`src/hdl/periodic_occupancy_conflict_check_top_assert.svh`:
```
// Assertion macros of the occupancy conflict checker.
// Each macro checks a property on the rising edge of i_clk and is
// disabled while i_rst_n is low.
`ifndef PERIODIC_OCCUPANCY_CONFLICT_CHECK_TOP_ASSERT_SVH
`define PERIODIC_OCCUPANCY_CONFLICT_CHECK_TOP_ASSERT_SVH

// Consequent must hold in the same cycle as the antecedent.
`define POCC_ASSERT_SAME(label, ante, cons, msg) \
    label: assert property (@(posedge i_clk) disable iff (!i_rst_n) \
        (ante) |-> (cons)) else $error(msg);

// Consequent must hold in the cycle after the antecedent.
`define POCC_ASSERT_NEXT(label, ante, cons, msg) \
    label: assert property (@(posedge i_clk) disable iff (!i_rst_n) \
        (ante) |=> (cons)) else $error(msg);

`endif

```
`src/hdl/pocc_pkg.sv`:
```
package pocc_pkg;

    // Field widths of one input item.
    localparam int GROUP_W   = 8;
    localparam int START_W   = 16;
    localparam int LATENCY_W = 5;
    localparam int PERIOD_W  = 12;
    localparam int COUNT_W   = 7;

    // Stream widths.
    localparam int S_TDATA_W = 96;
    localparam int S_TUSER_W = 1;
    localparam int M_TDATA_W = 8;

    // Controller states.
    typedef enum logic [1:0] {
        S_IDLE,
        S_SCAN,
        S_WAIT
    } t_state;

    // Commands from the controller to the datapath.
    typedef struct packed {
        logic load;
        logic step;
    } t_dp_cmd;

    // Status from the datapath to the controller.
    typedef struct packed {
        logic done;
        logic hit;
    } t_dp_sts;

endpackage

```
`src/hdl/pocc_dp.sv`:
```
module pocc_dp #(
    parameter int MAX_COUNT   = 64,
    parameter int MAX_LATENCY = 16
) (
    input  logic                              i_clk,
    input  logic                              i_same_op,
    input  logic [pocc_pkg::GROUP_W-1:0]      i_group_a,
    input  logic [pocc_pkg::START_W-1:0]      i_start_a,
    input  logic [pocc_pkg::LATENCY_W-1:0]    i_latency_a,
    input  logic [pocc_pkg::PERIOD_W-1:0]     i_period_a,
    input  logic [pocc_pkg::COUNT_W-1:0]      i_count_a,
    input  logic [pocc_pkg::GROUP_W-1:0]      i_group_b,
    input  logic [pocc_pkg::START_W-1:0]      i_start_b,
    input  logic [pocc_pkg::LATENCY_W-1:0]    i_latency_b,
    input  logic [pocc_pkg::PERIOD_W-1:0]     i_period_b,
    input  logic [pocc_pkg::COUNT_W-1:0]      i_count_b,
    input  pocc_pkg::t_dp_cmd                 i_cmd,
    output pocc_pkg::t_dp_sts                 o_sts
);

    localparam int CNT_W = $clog2(MAX_COUNT + 1);
    localparam int LAT_W = $clog2(MAX_LATENCY + 1);
    // Largest start time reached: start + MAX_COUNT periods, plus a latency.
    localparam int POS_W = $clog2(65536 + MAX_COUNT * 4096 + MAX_LATENCY + 1);

    logic [POS_W-1:0]              r_a, r_b, n_a, n_b;
    logic [pocc_pkg::PERIOD_W-1:0] r_pa, r_pb;
    logic [LAT_W-1:0]              r_la, r_lb;
    logic [CNT_W-1:0]              r_ca, r_cb, r_i, r_j, n_i, n_j;

    logic [LAT_W-1:0]              lat_a_n, lat_b_n;
    logic [CNT_W-1:0]              cnt_a_n, cnt_b_n;
    logic [pocc_pkg::PERIOD_W-1:0] per_a_n, per_b_n;
    logic                          blocked;
    logic                          b_early;
    logic                          b_in_win;
    logic                          in_range;

    // Normalize latency and count of the incoming item.
    always_comb begin
        if (i_latency_a == '0) begin
            lat_a_n = LAT_W'(1);
        end else if (32'(i_latency_a) > MAX_LATENCY) begin
            lat_a_n = LAT_W'(MAX_LATENCY);
        end else begin
            lat_a_n = LAT_W'(i_latency_a);
        end
        if (i_latency_b == '0) begin
            lat_b_n = LAT_W'(1);
        end else if (32'(i_latency_b) > MAX_LATENCY) begin
            lat_b_n = LAT_W'(MAX_LATENCY);
        end else begin
            lat_b_n = LAT_W'(i_latency_b);
        end

        blocked = i_same_op ||
                  ((i_group_a != '0) && (i_group_b != '0) && (i_group_a != i_group_b));

        // A zero period means a single activation with any spacing.
        if (i_period_a == '0) begin
            per_a_n = pocc_pkg::PERIOD_W'(1);
            cnt_a_n = CNT_W'(1);
        end else begin
            per_a_n = i_period_a;
            if (32'(i_count_a) > MAX_COUNT) begin
                cnt_a_n = CNT_W'(MAX_COUNT);
            end else begin
                cnt_a_n = CNT_W'(i_count_a);
            end
        end
        if (i_period_b == '0) begin
            per_b_n = pocc_pkg::PERIOD_W'(1);
            cnt_b_n = CNT_W'(1);
        end else begin
            per_b_n = i_period_b;
            if (32'(i_count_b) > MAX_COUNT) begin
                cnt_b_n = CNT_W'(MAX_COUNT);
            end else begin
                cnt_b_n = CNT_W'(i_count_b);
            end
        end
        // Items that cannot conflict get an empty activation list for A.
        if (blocked) begin
            cnt_a_n = '0;
        end
    end

    // Two-pointer merge over the sorted activation starts of A and B.
    always_comb begin
        in_range = (r_i < r_ca) && (r_j < r_cb);
        // B activation ends before A activation starts.
        b_early  = (r_b + {{(POS_W-LAT_W){1'b0}}, r_lb}) <= r_a;
        // B activation starts before A activation ends.
        b_in_win = r_b < (r_a + {{(POS_W-LAT_W){1'b0}}, r_la});

        o_sts.hit  = in_range && !b_early && b_in_win;
        o_sts.done = !in_range || o_sts.hit;

        n_a = r_a;
        n_b = r_b;
        n_i = r_i;
        n_j = r_j;
        if (b_early) begin
            n_j = r_j + CNT_W'(1);
            n_b = r_b + {{(POS_W-pocc_pkg::PERIOD_W){1'b0}}, r_pb};
        end else begin
            n_i = r_i + CNT_W'(1);
            n_a = r_a + {{(POS_W-pocc_pkg::PERIOD_W){1'b0}}, r_pa};
        end
    end

    always_ff @(posedge i_clk) begin
        if (i_cmd.load) begin
            r_a  <= {{(POS_W-pocc_pkg::START_W){1'b0}}, i_start_a};
            r_b  <= {{(POS_W-pocc_pkg::START_W){1'b0}}, i_start_b};
            r_pa <= per_a_n;
            r_pb <= per_b_n;
            r_la <= lat_a_n;
            r_lb <= lat_b_n;
            r_ca <= cnt_a_n;
            r_cb <= cnt_b_n;
            r_i  <= '0;
            r_j  <= '0;
        end else if (i_cmd.step) begin
            r_a <= n_a;
            r_b <= n_b;
            r_i <= n_i;
            r_j <= n_j;
        end
    end

endmodule

```
`src/hdl/pocc_ctrl.sv`:
```
module pocc_ctrl (
    input  logic               i_clk,
    input  logic               i_rst_n,
    input  logic               i_s_valid,
    output logic               o_s_ready,
    input  pocc_pkg::t_dp_sts  i_sts,
    input  logic               i_out_free,
    output pocc_pkg::t_dp_cmd  o_cmd,
    output logic               o_out_load
);

    `include "periodic_occupancy_conflict_check_top_assert.svh"

    pocc_pkg::t_state r_state, n_state;

    always_comb begin
        n_state = r_state;
        case (r_state)
            pocc_pkg::S_IDLE: begin
                if (i_s_valid) begin
                    n_state = pocc_pkg::S_SCAN;
                end
            end
            pocc_pkg::S_SCAN: begin
                if (i_sts.done) begin
                    n_state = i_out_free ? pocc_pkg::S_IDLE : pocc_pkg::S_WAIT;
                end
            end
            pocc_pkg::S_WAIT: begin
                if (i_out_free) begin
                    n_state = pocc_pkg::S_IDLE;
                end
            end
            default: begin
                n_state = pocc_pkg::S_IDLE;
            end
        endcase
    end

    always_comb begin
        o_s_ready  = 1'b0;
        o_cmd.load = 1'b0;
        o_cmd.step = 1'b0;
        o_out_load = 1'b0;
        case (r_state)
            pocc_pkg::S_IDLE: begin
                o_s_ready  = 1'b1;
                o_cmd.load = i_s_valid;
            end
            pocc_pkg::S_SCAN: begin
                o_cmd.step = !i_sts.done;
                o_out_load = i_sts.done && i_out_free;
            end
            pocc_pkg::S_WAIT: begin
                o_out_load = i_out_free;
            end
            default: begin
                o_s_ready = 1'b0;
            end
        endcase
    end

    always_ff @(posedge i_clk) begin
        if (!i_rst_n) begin
            r_state <= pocc_pkg::S_IDLE;
        end else begin
            r_state <= n_state;
        end
    end

    `POCC_ASSERT_SAME(a_out_needs_done, o_out_load, i_sts.done, "result handed off before scan finished")
    `POCC_ASSERT_NEXT(a_scan_continues, (r_state == pocc_pkg::S_SCAN) && !i_sts.done, r_state == pocc_pkg::S_SCAN, "scan left before it finished")
    `POCC_ASSERT_NEXT(a_wait_holds, (r_state == pocc_pkg::S_WAIT) && !i_out_free, r_state == pocc_pkg::S_WAIT && $stable(i_sts.hit), "pending result lost while output busy")

endmodule

```
`src/hdl/periodic_occupancy_conflict_check_top.sv`:
```
// Periodic occupancy conflict checker. Each input item describes two periodic
// occupancies A and B of one resource (start, latency, period and activation
// count each, plus concurrency groups and a same-operation flag), and the block
// returns one item whose bit says whether some cycle is held by both while the
// two may run concurrently. The same-operation flag and two set, unequal groups
// force no conflict. A zero latency becomes the minimum, latencies and counts
// above MAX_LATENCY and MAX_COUNT saturate, and a zero period means a single
// activation. The check walks the sorted activation starts of A and B with two
// pointers, advancing one of them per clock. With the counts taken after
// saturation (a zero period counts as one activation), one item goes through
// a load, up to count_a + count_b - 1 merge steps, one per cycle until a hit
// or the end of either list, and the hand-off into the output register. One
// item is in the scan at a time; the next item is accepted as soon as the
// previous result sits in the output register, even if the downstream side
// has not taken it yet. A finished result waits in the scan while the output
// register still holds an untaken item, and the input stays closed for that
// time.
module periodic_occupancy_conflict_check_top #(
    parameter int MAX_COUNT   = 64,
    parameter int MAX_LATENCY = 16
) (
    input  logic                             i_clk,
    input  logic                             i_rst_n,
    input  logic                             i_s_axis_tvalid,
    output logic                             o_s_axis_tready,
    // From bit 0 up: group_a[8], start_a[16], latency_a[5], period_a[12],
    // count_a[7], group_b[8], start_b[16], latency_b[5], period_b[12], count_b[7].
    input  logic [pocc_pkg::S_TDATA_W-1:0]   i_s_axis_tdata,
    // From bit 0 up: same_op[1].
    input  logic [pocc_pkg::S_TUSER_W-1:0]   i_s_axis_tuser,
    output logic                             o_m_axis_tvalid,
    input  logic                             i_m_axis_tready,
    // From bit 0 up: conflict[1], then zero padding.
    output logic [pocc_pkg::M_TDATA_W-1:0]   o_m_axis_tdata
);

    pocc_pkg::t_dp_cmd cmd;
    pocc_pkg::t_dp_sts sts;
    logic              out_free;
    logic              out_load;
    logic              r_m_valid;
    logic              r_conflict;

    // The output register is free when empty or when its item leaves now.
    assign out_free = !r_m_valid || i_m_axis_tready;

    pocc_ctrl u_ctrl (
        .i_clk      (i_clk),
        .i_rst_n    (i_rst_n),
        .i_s_valid  (i_s_axis_tvalid),
        .o_s_ready  (o_s_axis_tready),
        .i_sts      (sts),
        .i_out_free (out_free),
        .o_cmd      (cmd),
        .o_out_load (out_load)
    );

    // The datapath loads straight from the input bus on the accepting edge.
    pocc_dp #(
        .MAX_COUNT   (MAX_COUNT),
        .MAX_LATENCY (MAX_LATENCY)
    ) u_dp (
        .i_clk       (i_clk),
        .i_same_op   (i_s_axis_tuser[0]),
        .i_group_a   (i_s_axis_tdata[7:0]),
        .i_start_a   (i_s_axis_tdata[23:8]),
        .i_latency_a (i_s_axis_tdata[28:24]),
        .i_period_a  (i_s_axis_tdata[40:29]),
        .i_count_a   (i_s_axis_tdata[47:41]),
        .i_group_b   (i_s_axis_tdata[55:48]),
        .i_start_b   (i_s_axis_tdata[71:56]),
        .i_latency_b (i_s_axis_tdata[76:72]),
        .i_period_b  (i_s_axis_tdata[88:77]),
        .i_count_b   (i_s_axis_tdata[95:89]),
        .i_cmd       (cmd),
        .o_sts       (sts)
    );

    always_ff @(posedge i_clk) begin
        if (!i_rst_n) begin
            r_m_valid <= 1'b0;
        end else if (out_load) begin
            r_m_valid <= 1'b1;
        end else if (i_m_axis_tready) begin
            r_m_valid <= 1'b0;
        end
    end

    always_ff @(posedge i_clk) begin
        if (out_load) begin
            r_conflict <= sts.hit;
        end
    end

    assign o_m_axis_tvalid = r_m_valid;
    assign o_m_axis_tdata  = {{(pocc_pkg::M_TDATA_W-1){1'b0}}, r_conflict};

endmodule

```
`config.mk`:
```
export PLATFORM = sky130hd
export DESIGN_NAME = periodic_occupancy_conflict_check_top
export DESIGN_NICKNAME = d
export VERILOG_FILES = /design/src/hdl/pocc_pkg.sv /design/src/hdl/pocc_dp.sv /design/src/hdl/pocc_ctrl.sv /design/src/hdl/periodic_occupancy_conflict_check_top.sv
export VERILOG_INCLUDE_DIRS = /design/src /design/src/hdl
export SDC_FILE = /design/constraint.sdc
export NUM_CORES = 1
export LEC_CHECK = 0
export BUFFER_PORTS_ARGS = -buffer_cell sky130_fd_sc_hd__buf_2
export CAP_MARGIN = 10
export CORE_UTILIZATION = 59
export DETAILED_ROUTE_END_ITERATION = 8
export MAX_ROUTING_LAYER = met4
export PLACE_DENSITY = 0.81
export SLEW_MARGIN = 30
export SYNTH_ARGS = -nofsm -noshare
export SYNTH_HDL_FRONTEND = slang
export SYNTH_SLANG_ARGS = --single-unit
```
`constraint.sdc`:
```
create_clock -name i_clk -period 5.85 [get_ports i_clk]
set_input_delay 1.17 -clock i_clk [delete_from_list [all_inputs] [get_ports i_clk]]
set_output_delay 1.17 -clock i_clk [all_outputs]
set_load 0.01 [all_outputs]
```
==> results.py, run 1 <==
metrics = {
    "grt": {
        "grt_pass1_vias": 5772,
        "grt_pass1_wl_mm": 26.55,
        "grt_max_degree": 53,
        "grt_usage_pct": 26.81,
        "overflow": 0,
        "antenna_found_initial": 0,
    },
    "cells_and_area": {
        "diodes": 0,
        "syn_to_final_growth_pct": 11.29,
        "layout_common_cells": "103 x buf_2, 92 x ha_1, 81 x edfxtp_1",
        "drive_gt1_share_pct": 14.85,
        "fillCellCount": 1026,
        "final_common_cell": "buf_2",
        "final_nets": 1081,
    },
    "sta": {
        "fin_skew_ps": 12.37,
        "finalHoldViolCount": 0,
        "setup_viol_count_final": 0,
        "fin_crit_ps": 5144,
        "tightest_slew_ps": 836.2,
        "hold_ws_ps": 495.7,
        "tns_ps": 0,
        "post-route-period-util_pct": 87.93,
        "relSlewSlack_pct": 44.25,
        "drv_slew": 0,
        "max_freq_mhz": 194.4,
        "rsz0062_at_grt": "false",
    },
    "floorplanning": {
        "die_area_um2": 13340,
        "die_w_um": 115.5,
        "ios": 111,
        "core_um2": 12570,
        "initial_core_util_pct": 60.47,
        "fp.dieH_um": 115.5,
        "core.rowCount": 41,
    },
    "clock_network": {
        "cts_tree": "built",
        "clk_latency_ps": 360,
        "cts_hold_buf": 0,
        "cts.sinks": 104,
        "clock_path_buffers": 2,
        "cts_setup_buffers": 0,
        "cts_root_buf": "clkbuf_16",
        "numCtsBuffers": 9,
        "post_cts_resize_count": 0,
        "htreeDepth": 3,
        "clkTransAtPathRegs_ps": 70,
    },
    "pwr": {
        "p_leak_nw": 3.674,
        "power.density_nw_per_um2": 394.5,
        "ir_worst_vdd_mv": 0.3828,
    },
    "synthesis": {
        "synth-seq-cells": 104,
        "synth-seq-area-share_pct": 38.06,
        "synthCells": 805,
        "ys_warn_count": 0,
        "synth_area_um2": 7600,
        "async_flop_share_pct": 0,
        "syn_area_per_cell_um2": 9.441,
        "synthFlopType": "edfxtp_1",
        "ys_types": 59,
        "synth_edf_count": 81,
    },
    "placement": {
        "gp_congestion": 0.8960,
        "dpl.hpwl_mm": 12.68,
        "port_buffers": 103,
    },
    "route": {
        "first_pass_iters": 5,
        "drtIter0Drc": 316,
        "wl_mm": 16.21,
        "ant_nets": 0,
        "viasPerCell": 5.644,
        "drc": 0,
        "wl_per_cell_um": 15.27,
        "vias": 5988,
    },
    "worst_setup_path": {
        "r2r_cells": 17,
        "cp_max_fo": 19,
        "worstSetupPathType": "reg -> reg",
        "worstReg2RegStart": "u_dp.r_a[0]$_DFFE_PP_",
        "worstPathArrival_ps": 5060,
        "crit_start": "u_dp.r_a[0]$_DFFE_PP_",
        "cp-start-kind": "flip-flop",
        "cp.required_ps": 5760,
        "crit_path_end_kind": "flip-flop",
    },
    "worst_hold_path": {
        "hp-class": "reg -> reg",
        "worstHoldPathCells": 2,
        "min_from": "u_dp.r_a[17]$_SDFFE_PP0P_",
    },
    "outcome": {
        "status": "completed",
    },
    "run": {
        "cap_violations": 0,
    },
}
-- flip-flops by register name, summed over array words and instances, names as in the netlist --
| signal | flops |
|---|---|
| u_dp.r_pb | 12 |
| u_dp.r_i | 7 |
| u_dp.r_cb | 7 |
| u_dp.r_j | 7 |
| u_dp.r_ca | 7 |
| u_dp.r_pa | 12 |
| u_dp.r_b | 19 |
| u_dp.r_a | 19 |
| o_m_axis_tvalid | 1 |
| u_dp.r_la | 5 |
| u_dp.r_lb | 5 |
| r_conflict | 1 |
| u_ctrl.r_state | 2 |
-- synthesized netlist by cell type, types with 3 or more instances --
cell	instances	area, um^2
ha_1	92	1151
edfxtp_1	81	2432
nor2_1	66	247.7
inv_1	63	236.5
a21oi_1	60	300.3
nand2_1	56	210.2
xnor2_1	37	324.1
clkbuf_1	35	131.4
xor2_1	32	280.3
o21ai_0	28	140.1
dfxtp_1	23	460.4
nand3_1	22	110.1
and2_1	21	131.4
nor4_1	18	112.6
a21o_1	15	112.6
nor3_1	13	65.06
or4_1	12	90.09
nand4_1	11	68.82
a211oi_1	9	67.56
buf_4	9	67.56
nand2b_1	9	56.30
o211ai_1	9	67.56
o31ai_1	8	60.06
nor2b_1	7	43.79
o21a_1	7	52.55
and3_1	6	37.54
a31oi_1	5	31.28
fa_1	4	80.08
o21bai_1	4	30.03
or3_1	4	25.02
a221o_1	3	30.03
o21ai_1	3	15.01
o31a_1	3	26.28
or2_2	3	18.77
-- worst max-delay path, cell delays in order (launching register included) --
cell      delay, ps
edfxtp_1        430
ha_1            240
fa_1            410
a21o_1          190
a21oi_1         240
nor2b_1          70
o21ai_0         460
or2_2           260
xnor2_1         130
ha_1            270
nand4_1          90
nor2_1           60
a221o_1         300
a311o_1         290
a221o_1         370
nand4b_2        120
buf_4           240
nand2_1         520
-- final timing paths --
kind / endpoint / slack [ps]
worst max-delay path: u_dp.r_a[15]$_DFFE_PP_ / 710
worst min-delay path: u_dp.r_a[17]$_SDFFE_PP0P_ / 500
worst max register to register: u_dp.r_a[15]$_DFFE_PP_ / 710
worst min register to register: u_dp.r_a[17]$_SDFFE_PP0P_ / 500
-- final cells by class --
type / instances / area, um^2 / area share, %
tap: 172 / 215.2 / 2.544
timing repair buffer: 106 / 538.0 / 6.361
multi-input combinational: 599 / 4290 / 50.72
inverter: 64 / 240.2 / 2.840
clock buffer: 10 / 229.0 / 2.707
clock inverter: 6 / 52.55 / 0.6213
sequential: 104 / 2893 / 34.20
-- power by group --
| group | total (W) | internal (W) | switching [W] |
|---|---|---|---|
| clock network | 0.000586 | 0.000296 | 0.000290 |
| logic | 0.00160 | 0.000700 | 0.000900 |
| registers | 0.00115 | 0.000991 | 0.000160 |
| total | 0.00334 | 0.00199 | 0.00135 |
-- per-stage QoR --
stage	cell area [um^2]	setup WS [ps]	total power, W	utilization [%]	std cells
after global placement	8177	907.7	0.002675	65.06	1045
after global routing	8458	385.0	0.003598	67.30	1061
after CTS	8458	786.6	0.003332	67.30	1061
final	8458	705.9	0.003336	67.30	1061
after floorplan	7622	1494	0.002351	-	811
after detailed placement	8177	798.9	0.002734	65.06	1045
-- metal layers --
| metal | share of wire [%] | up-vias | wire length [um] | GRT usage, % |
|---|---|---|---|---|
| met2 | 48 | 145 | 7723 | 44.87 |
| met5 | 0 | - | 0 | - |
| li1 | - | 3036 | - | - |
| met3 | 5.6 | 18 | 902 | 6.799 |
| met1 | 45 | 2789 | 7357 | 32.45 |
| met4 | 1.4 | 0 | 221 | 6.407 |
-- logic make-up after synthesis --
| logic type | count (synthesis) | share of synthesized area (%) |
|---|---|---|
| buffers and inverters | 108 | 5.779 |
| adders and majority gates | 96 | 16.20 |
| muxes | 2 | 0.2634 |
| DFF | 104 | 38.06 |
| other | 1 | 0.04934 |
| AOI/OAI and AO/OA | 170 | 14.55 |
| xor gates and xnor gates | 69 | 7.952 |
| and+or+nand+nor | 255 | 17.14 |
Power figures use the tool's default switching activity.
==> inputs of run 2 (changes only) <==
--- a/config.mk
+++ b/config.mk
@@ -6,6 +6,7 @@
 export SDC_FILE = /design/constraint.sdc
 export NUM_CORES = 1
 export LEC_CHECK = 0
+export ABC_AREA = 1
 export BUFFER_PORTS_ARGS = -buffer_cell sky130_fd_sc_hd__buf_2
 export CAP_MARGIN = 10
 export CORE_UTILIZATION = 59
==> run 2 against run 1 <==
Non-clock buffer count did not move. Cell area rose by 5.7%. Routed wire length rose by 3.9%. Core utilization barely moved. Clock power fell by 2%. Flip-flop and latch count did not move. Register-to-register slack improved by 640 ps. Final cell count rose by 23%. Die area rose by 6.2%. Largest power group unchanged. Highest routed layer unchanged.
==> results.py, run 2 <==
metrics = {
    "outcome": {
        "status": "completed",
    },
    "placement": {
        "post_dp_cell_area_um2": 8663,
        "gp_congestion": 0.9196,
        "port_buffers": 103,
        "dpl.hpwl_mm": 13.43,
    },
    "synthesis": {
        "syn_area_per_cell_um2": 7.757,
        "synth-compound-area-share_pct": 10.26,
        "ys_types": 45,
        "synth-simple-area-share_pct": 23.51,
        "synthCells": 1042,
        "synth-seq-area-share_pct": 35.79,
        "ys_warn_count": 0,
        "synth_top_cell_by_area": "edfxtp_1",
        "synth_top_family_by_area": "simple AND/OR/NAND/NOR gates",
        "ys_top_cells_by_count": "235 x nand2_1, 161 x inv_1, 92 x ha_1",
        "synth_edf_count": 81,
        "synth.top_cell.area_share_pct": 30.09,
        "synthAdderAreaFrac_pct": 15.23,
        "synth-seq-cells": 104,
        "synth_xor_area_share_pct": 5.093,
        "muxShareOfSynthArea_pct": 0,
        "synth_area_um2": 8083,
        "synth.most_common_cell": "nand2_1",
        "synthFlopType": "edfxtp_1",
        "async_flop_share_pct": 0,
        "synth_area_leaders": "edfxtp_1 30%, ha_1 14%, nand2_1 11%",
    },
    "sta": {
        "tightest_slew_ps": 793.5,
        "rsz0062_at_grt": "false",
        "tns_ps": 0,
        "setup_viol_count_final": 0,
        "post-route-period-util_pct": 76.98,
        "finalHoldViolCount": 0,
        "relSlewSlack_pct": 46.62,
        "fin_skew_ps": 9.740,
        "fin_crit_ps": 4503,
        "drv_slew": 0,
        "max_freq_mhz": 222.1,
    },
    "route": {
        "ant_nets": 0,
        "wl_mm": 16.84,
        "wl_per_cell_um": 12.91,
        "first_pass_iters": 5,
        "drc": 0,
        "drtIter0Drc": 320,
        "viasPerCell": 5.209,
        "vias": 6792,
    },
    "cells_and_area": {
        "top_regs": "u_dp.r_a (19), u_dp.r_b (19)",
        "diodes": 0,
        "drive_gt1_share_pct": 13.65,
        "syn_to_final_growth_pct": 10.65,
        "layout_common_cells": "235 x nand2_1, 161 x inv_1, 103 x buf_2",
        "final_common_cell": "nand2_1",
        "final_util_pct": 67.27,
        "final_nets": 1320,
        "design_area_um2": 8944,
    },
    "worst_setup_path": {
        "worstReg2RegStart": "u_dp.r_b[0]$_DFFE_PP_",
        "cp_max_fo": 17,
        "cp.required_ps": 5850,
        "r2r_end": "u_dp.r_a[4]$_DFFE_PP_",
        "r2r_cells": 26,
        "crit_path_end_kind": "flip-flop",
        "cp-start-kind": "flip-flop",
        "worstPathArrival_ps": 4500,
        "worstSetupPathType": "reg -> reg",
        "reg2reg_slack_ps": 1350,
    },
    "grt": {
        "top_usage_layer": "met2",
        "gr-usage-met2_pct": 40.70,
        "grt_max_degree": 50,
        "grt_pass1_wl_mm": 28.35,
        "antenna_found_initial": 0,
        "gr-usage-met3_pct": 4.310,
        "met1_usage_pct": 33.66,
        "grt_usage_pct": 25.81,
        "overflow": 0,
        "grt_pass1_vias": 6371,
    },
    "clock_network": {
        "numCtsBuffers": 9,
        "cts_setup_buffers": 0,
        "cts.sinks": 104,
        "htreeDepth": 3,
        "clkTransAtPathRegs_ps": 70,
        "post_cts_resize_count": 0,
        "clk_latency_ps": 360,
        "cts_hold_buf": 0,
        "clock_path_buffers": 2,
        "cts_root_buf": "clkbuf_16",
        "cts_tree": "built",
    },
    "floorplanning": {
        "core.rowCount": 42,
        "initial_core_util_pct": 60.79,
        "die_w_um": 119.0,
        "core_um2": 13300,
        "ios": 111,
        "fp.dieH_um": 119.0,
        "die_area_um2": 14170,
    },
    "worst_hold_path": {
        "hp-class": "reg -> reg",
        "worstHoldPathCells": 2,
        "min_from": "u_dp.r_j[2]$_SDFFE_PP0P_",
        "whs_endpoint": "u_dp.r_j[2]$_SDFFE_PP0P_",
    },
    "run": {
        "cap_violations": 0,
    },
    "pwr": {
        "power.density_nw_per_um2": 513.2,
        "p_leak_nw": 4.350,
        "ir_worst_vdd_mv": 0.2897,
    },
}
-- run 2: cell count changes in the layout (fill, tap and decap cells not counted), moves of 16 or more --
cell,delta
and2_1,-20
inv_1,+98
nand2_1,+179
nand3_1,+21
xnor2_1,-21
o21ai_0,+20
nor2_1,+16
-- run 2: worst max-delay path by stage --
stage	startpoint	end	slack [ps]	depth (start not counted)
2_1_floorplan	u_dp.r_b[0]$_DFFE_PP_	u_dp.r_b[0]$_DFFE_PP_	1990	25
3_3_place_gp	u_dp.r_b[0]$_DFFE_PP_	u_dp.r_a[1]$_DFFE_PP_	1510	26
3_5_place_dp	u_dp.r_b[0]$_DFFE_PP_	u_dp.r_a[1]$_DFFE_PP_	1330	26
4_1_cts	u_dp.r_b[0]$_DFFE_PP_	u_dp.r_a[4]$_DFFE_PP_	1350	26
5_1_grt	u_dp.r_b[0]$_DFFE_PP_	u_dp.r_a[4]$_DFFE_PP_	840	26
6_report	u_dp.r_b[0]$_DFFE_PP_	u_dp.r_a[4]$_DFFE_PP_	1350	26
-- run 2: cell type report --
type | instances | area, um^2
well taps | 176 | 220.2
clock buffers | 9 | 225.2
fillers | 1084 | 4352
inverters | 163 | 613.1
flip-flops and latches | 104 | 2893
multi-input cells | 739 | 4399
repair buffers | 106 | 538.0
clock inverters | 7 | 55.05
-- run 2: kinds of logic (layout without fill, tap and decap cells) --
kind of cell / after synthesis / in the layout
other: 1 / 7
DFF: 104 / 104
buffers and inverters: 205 / 285
xor gates and xnor gates: 47 / 47
adders and majority gates: 96 / 96
AOI/OAI and AO/OA: 152 / 152
and+or+nand+nor: 437 / 437
-- run 2: routing by layer --
layer  share of wire [%]  vias up
met5                   0        -
met1                  48     3054
li1                    -     3561
met4                 2.0        0
met3                 4.6       22
met2                  45      155
-- run 2: critical path: stages (launching register included) --
cell and delay [ps]:
edfxtp_1 390, ha_1 190, inv_1 80, fa_1 400, inv_1 80, nand3_1 60
nand2_1 120, nand2_2 80, a21oi_4 140, nand2_2 80, nor2_4 100, nand3_2 110
nor2_4 160, nand3_1 100, xor2_1 140, inv_1 50, ha_1 280, nand2_1 80
nor2_2 120, nand2_1 70, nor2_1 100, nand2_1 70, nand2_1 80, nor2_1 50
nor2_2 110, nand4_2 290, nand2_1 610
-- run 2: where the power goes --
part	internal [W]	leakage [nW]	switching [W]
Clock	0.000293	0.133	0.000282
Sequential	0.00115	0.964	0.000221
Combinational	0.000985	3.25	0.00166
-- run 2: through the flow --
stage / cells / total power [W] / hold WS (ps) / worst slack [ps]
finish: 1304 / 0.004590 / 515.0 / 1347
global route: 1304 / 0.005078 / 523.9 / 844.8
CTS: 1304 / 0.004600 / 509.7 / 1353
detailed placement: 1288 / 0.003996 / 496.4 / 1332
global placement: 1288 / 0.003925 / 479.2 / 1510
floorplan: 1048 / 0.003384 / 450.2 / 1993
==> inputs of run 3 (changes only) <==
--- a/config.mk
+++ b/config.mk
@@ -9,10 +9,10 @@
 export ABC_AREA = 1
 export BUFFER_PORTS_ARGS = -buffer_cell sky130_fd_sc_hd__buf_2
 export CAP_MARGIN = 10
-export CORE_UTILIZATION = 59
+export CORE_UTILIZATION = 53
 export DETAILED_ROUTE_END_ITERATION = 8
 export MAX_ROUTING_LAYER = met4
-export PLACE_DENSITY = 0.81
+export PLACE_DENSITY = 0.76
 export SLEW_MARGIN = 30
 export SYNTH_ARGS = -nofsm -noshare
 export SYNTH_HDL_FRONTEND = slang
==> constraint.sdc (replaced) <==
create_clock -name i_clk -period 3.65 [get_ports i_clk]
set_input_delay 0.73 -clock i_clk [delete_from_list [all_inputs] [get_ports i_clk]]
set_output_delay 0.73 -clock i_clk [all_outputs]
set_load 0.01 [all_outputs]
==> run 3 against run 2 <==
The flow now finishes with violations (design-rule violations, negative setup slack). Sequential power grew 53%. Clock power is 81% higher. Register-to-register slack lost 1600 ps. Worst setup slack got worse by 1600 ps. Die area up 11%. Non-clock buffer count grew 64. First-iteration DRC count grew 19%. Largest cell class unchanged. Largest power group unchanged.
==> results.py, run 3 (synthesized netlist as in run 2, its figures left out) <==
metrics = {
    "cells_and_area": {
        "layout_common_cells": "220 x nand2_1, 156 x inv_1, 103 x buf_2",
        "regArea_um2": 2893,
        "top_regs": "u_dp.r_a (19), u_dp.r_b (19)",
        "stdcell_count": 1379,
        "syn_to_final_growth_pct": 21.90,
        "final_nets": 1387,
        "fillCellCount": 1196,
        "final_common_cell": "nand2_1",
        "drive_gt1_share_pct": 22.34,
        "multi_input_area_um2": 4715,
        "design_area_um2": 9853,
        "diodes": 0,
    },
    "route": {
        "drtIter0Drc": 381,
        "vias": 7210,
        "viasPerCell": 5.228,
        "wl_mm": 19.11,
        "wl_per_cell_um": 13.86,
        "ant_nets": 0,
        "first_pass_iters": 7,
        "drc": 5,
    },
    "clock_network": {
        "htreeDepth": 3,
        "clkTransAtPathRegs_ps": 70,
        "clock_path_buffers": 2,
        "cts.sinks": 104,
        "numCtsBuffers": 9,
        "cts_hold_buf": 0,
        "cts_tree": "built",
        "cts_root_buf": "clkbuf_16",
        "clk_latency_ps": 360,
    },
    "worst_setup_path": {
        "cp.depth": 27,
        "reg2reg_slack_ps": -290,
        "cp-start-kind": "flip-flop",
        "r2r_cells": 27,
        "cp_slowest_stage_delay_ps": 390,
        "crit_family": "simple AND/OR/NAND/NOR gates",
        "worstSetupPathType": "reg -> reg",
        "cp.required_ps": 3720,
        "crit_start": "u_dp.r_b[0]$_DFFE_PP_",
        "worstReg2RegStart": "u_dp.r_b[0]$_DFFE_PP_",
        "r2r_end": "u_dp.r_a[12]$_DFFE_PP_",
        "cp_max_fo": 8,
        "cp.buffers_inverters": 4,
        "worstPathArrival_ps": 4010,
        "endpoint": "u_dp.r_a[12]$_DFFE_PP_",
        "crit_path_end_kind": "flip-flop",
        "cpMaxStageDelayCell": "fa_2",
    },
    "run": {
        "cap_violations": 0,
    },
    "floorplanning": {
        "die_area_um2": 15750,
        "die_w_um": 125.5,
        "fp.dieH_um": 125.5,
        "core_um2": 14700,
        "ios": 111,
        "core.rowCount": 44,
        "initial_core_util_pct": 54.99,
    },
    "placement": {
        "post_dp_cell_area_um2": 9049,
        "dp_slack_ps": -227.7,
        "dpl.hpwl_mm": 14.38,
        "dp_cells": 1344,
        "gp_congestion": 0.9501,
        "port_buffers": 103,
    },
    "worst_hold_path": {
        "min_from": "u_dp.r_b[18]$_SDFFE_PP0P_",
        "hp-class": "reg -> reg",
    },
    "grt": {
        "antenna_found_initial": 1,
        "overflow": 0,
        "grt_usage_pct": 25.45,
        "grt_max_degree": 52,
        "grt_pass1_vias": 6752,
        "grt_pass1_wl_mm": 30.96,
    },
    "sta": {
        "finalHoldViolCount": 0,
        "post-route-period-util_pct": 108.0,
        "fin_skew_ps": 7.147,
        "setup_ws_ps": -290.7,
        "setup_viol_count_final": 57,
        "fin_crit_ps": 3941,
        "rsz0062_at_grt": "true",
        "max_freq_mhz": 253.8,
        "tns_ps": -13380,
        "drv_slew": 0,
        "tightest_slew_ps": 638.2,
        "relSlewSlack_pct": 57.45,
    },
    "pwr": {
        "p_leak_nw": 4.747,
        "ir_worst_vdd_mv": 0.4094,
        "total_power_w": 0.008498,
        "power.density_nw_per_um2": 862.5,
    },
    "outcome": {
        "violations": "design-rule violations, negative setup slack",
        "status": "finished with violations",
    },
}
[run 3: cell count changes in the layout (fill, tap and decap cells not counted), sizes merged]
cell    before  now
buf        106  170
clkbuf       9   10
bufinv       0    2
inv        165  162
nand2      237  240
[run 3: area by class of cell]
class / count / area share, %
Sequential cell: 104 / 29.36
Timing Repair Buffer: 170 / 10.97
Multi-Input combinational cell: 742 / 47.85
Clock buffer: 10 / 2.324
Tap cell: 184 / 2.337
Clock inverter: 6 / 0.8635
Inverter: 163 / 6.298
[run 3: timing repair]
action	CTS	global route
setup buffers	6	11
gates resized for setup	21	55
endpoints found under the hold margin	0	0
pin swaps	7	27
gates cloned	2	1
endpoints found under the setup margin	56	57
[run 3: worst min path at each step]
stage,endpoint,slack [ps],cells past startpoint
finish,u_dp.r_b[18]$_SDFFE_PP0P_,500,1
global route,u_dp.r_j[1]$_SDFFE_PP0P_,540,2
CTS,u_dp.r_b[18]$_SDFFE_PP0P_,510,1
detailed placement,u_dp.r_b[18]$_SDFFE_PP0P_,490,1
global placement,u_dp.r_b[17]$_SDFFE_PP0P_,460,1
floorplan,u_dp.r_b[17]$_SDFFE_PP0P_,450,1
[run 3: report_power, final]
part           internal [W]  leakage (nW)  total, W  switching, W
Sequential          0.00184         0.964   0.00209      0.000255
Clock              0.000599         0.148   0.00104      0.000437
Combinational       0.00216          3.63   0.00537       0.00321
Total               0.00460          4.75   0.00850       0.00390
[run 3: worst reg2reg max path, cell delays in order, from the launching register on]
cell,delay [ps]
edfxtp_1,370
ha_2,190
inv_2,50
fa_2,390
inv_2,60
nand3_2,60
nand2_2,90
nand2_2,60
a21oi_4,160
nand2_2,80
nor2_4,120
nand3_2,110
nor2_4,150
nand3_2,80
xor2_1,150
inv_1,90
ha_4,280
nand2_4,50
nor2_4,120
nand2_2,60
nor2_1,100
nand2_1,90
nand2_1,100
nor2_2,50
nor2_4,120
nand4_4,150
buf_12,200
nand2_8,110
[run 3: per-layer routing]
| metal | share of wire, % | GRT usage [%] | routed length [um] |
|---|---|---|---|
| met1 | 46 | 33.11 | 8874 |
| met4 | 1.7 | 7.245 | 322 |
| met5 | 0 | - | 0 |
| met2 | 47 | 41.21 | 8986 |
| met3 | 4.9 | 3.723 | 929 |
[run 3: stage by stage]
step	hold slack (ps)	util [%]
after floorplan	450.2	-
after global placement	463.3	61.56
after detailed placement	490.0	61.56
after CTS	505.8	65.09
after global routing	538.6	67.03
final	499.4	67.03
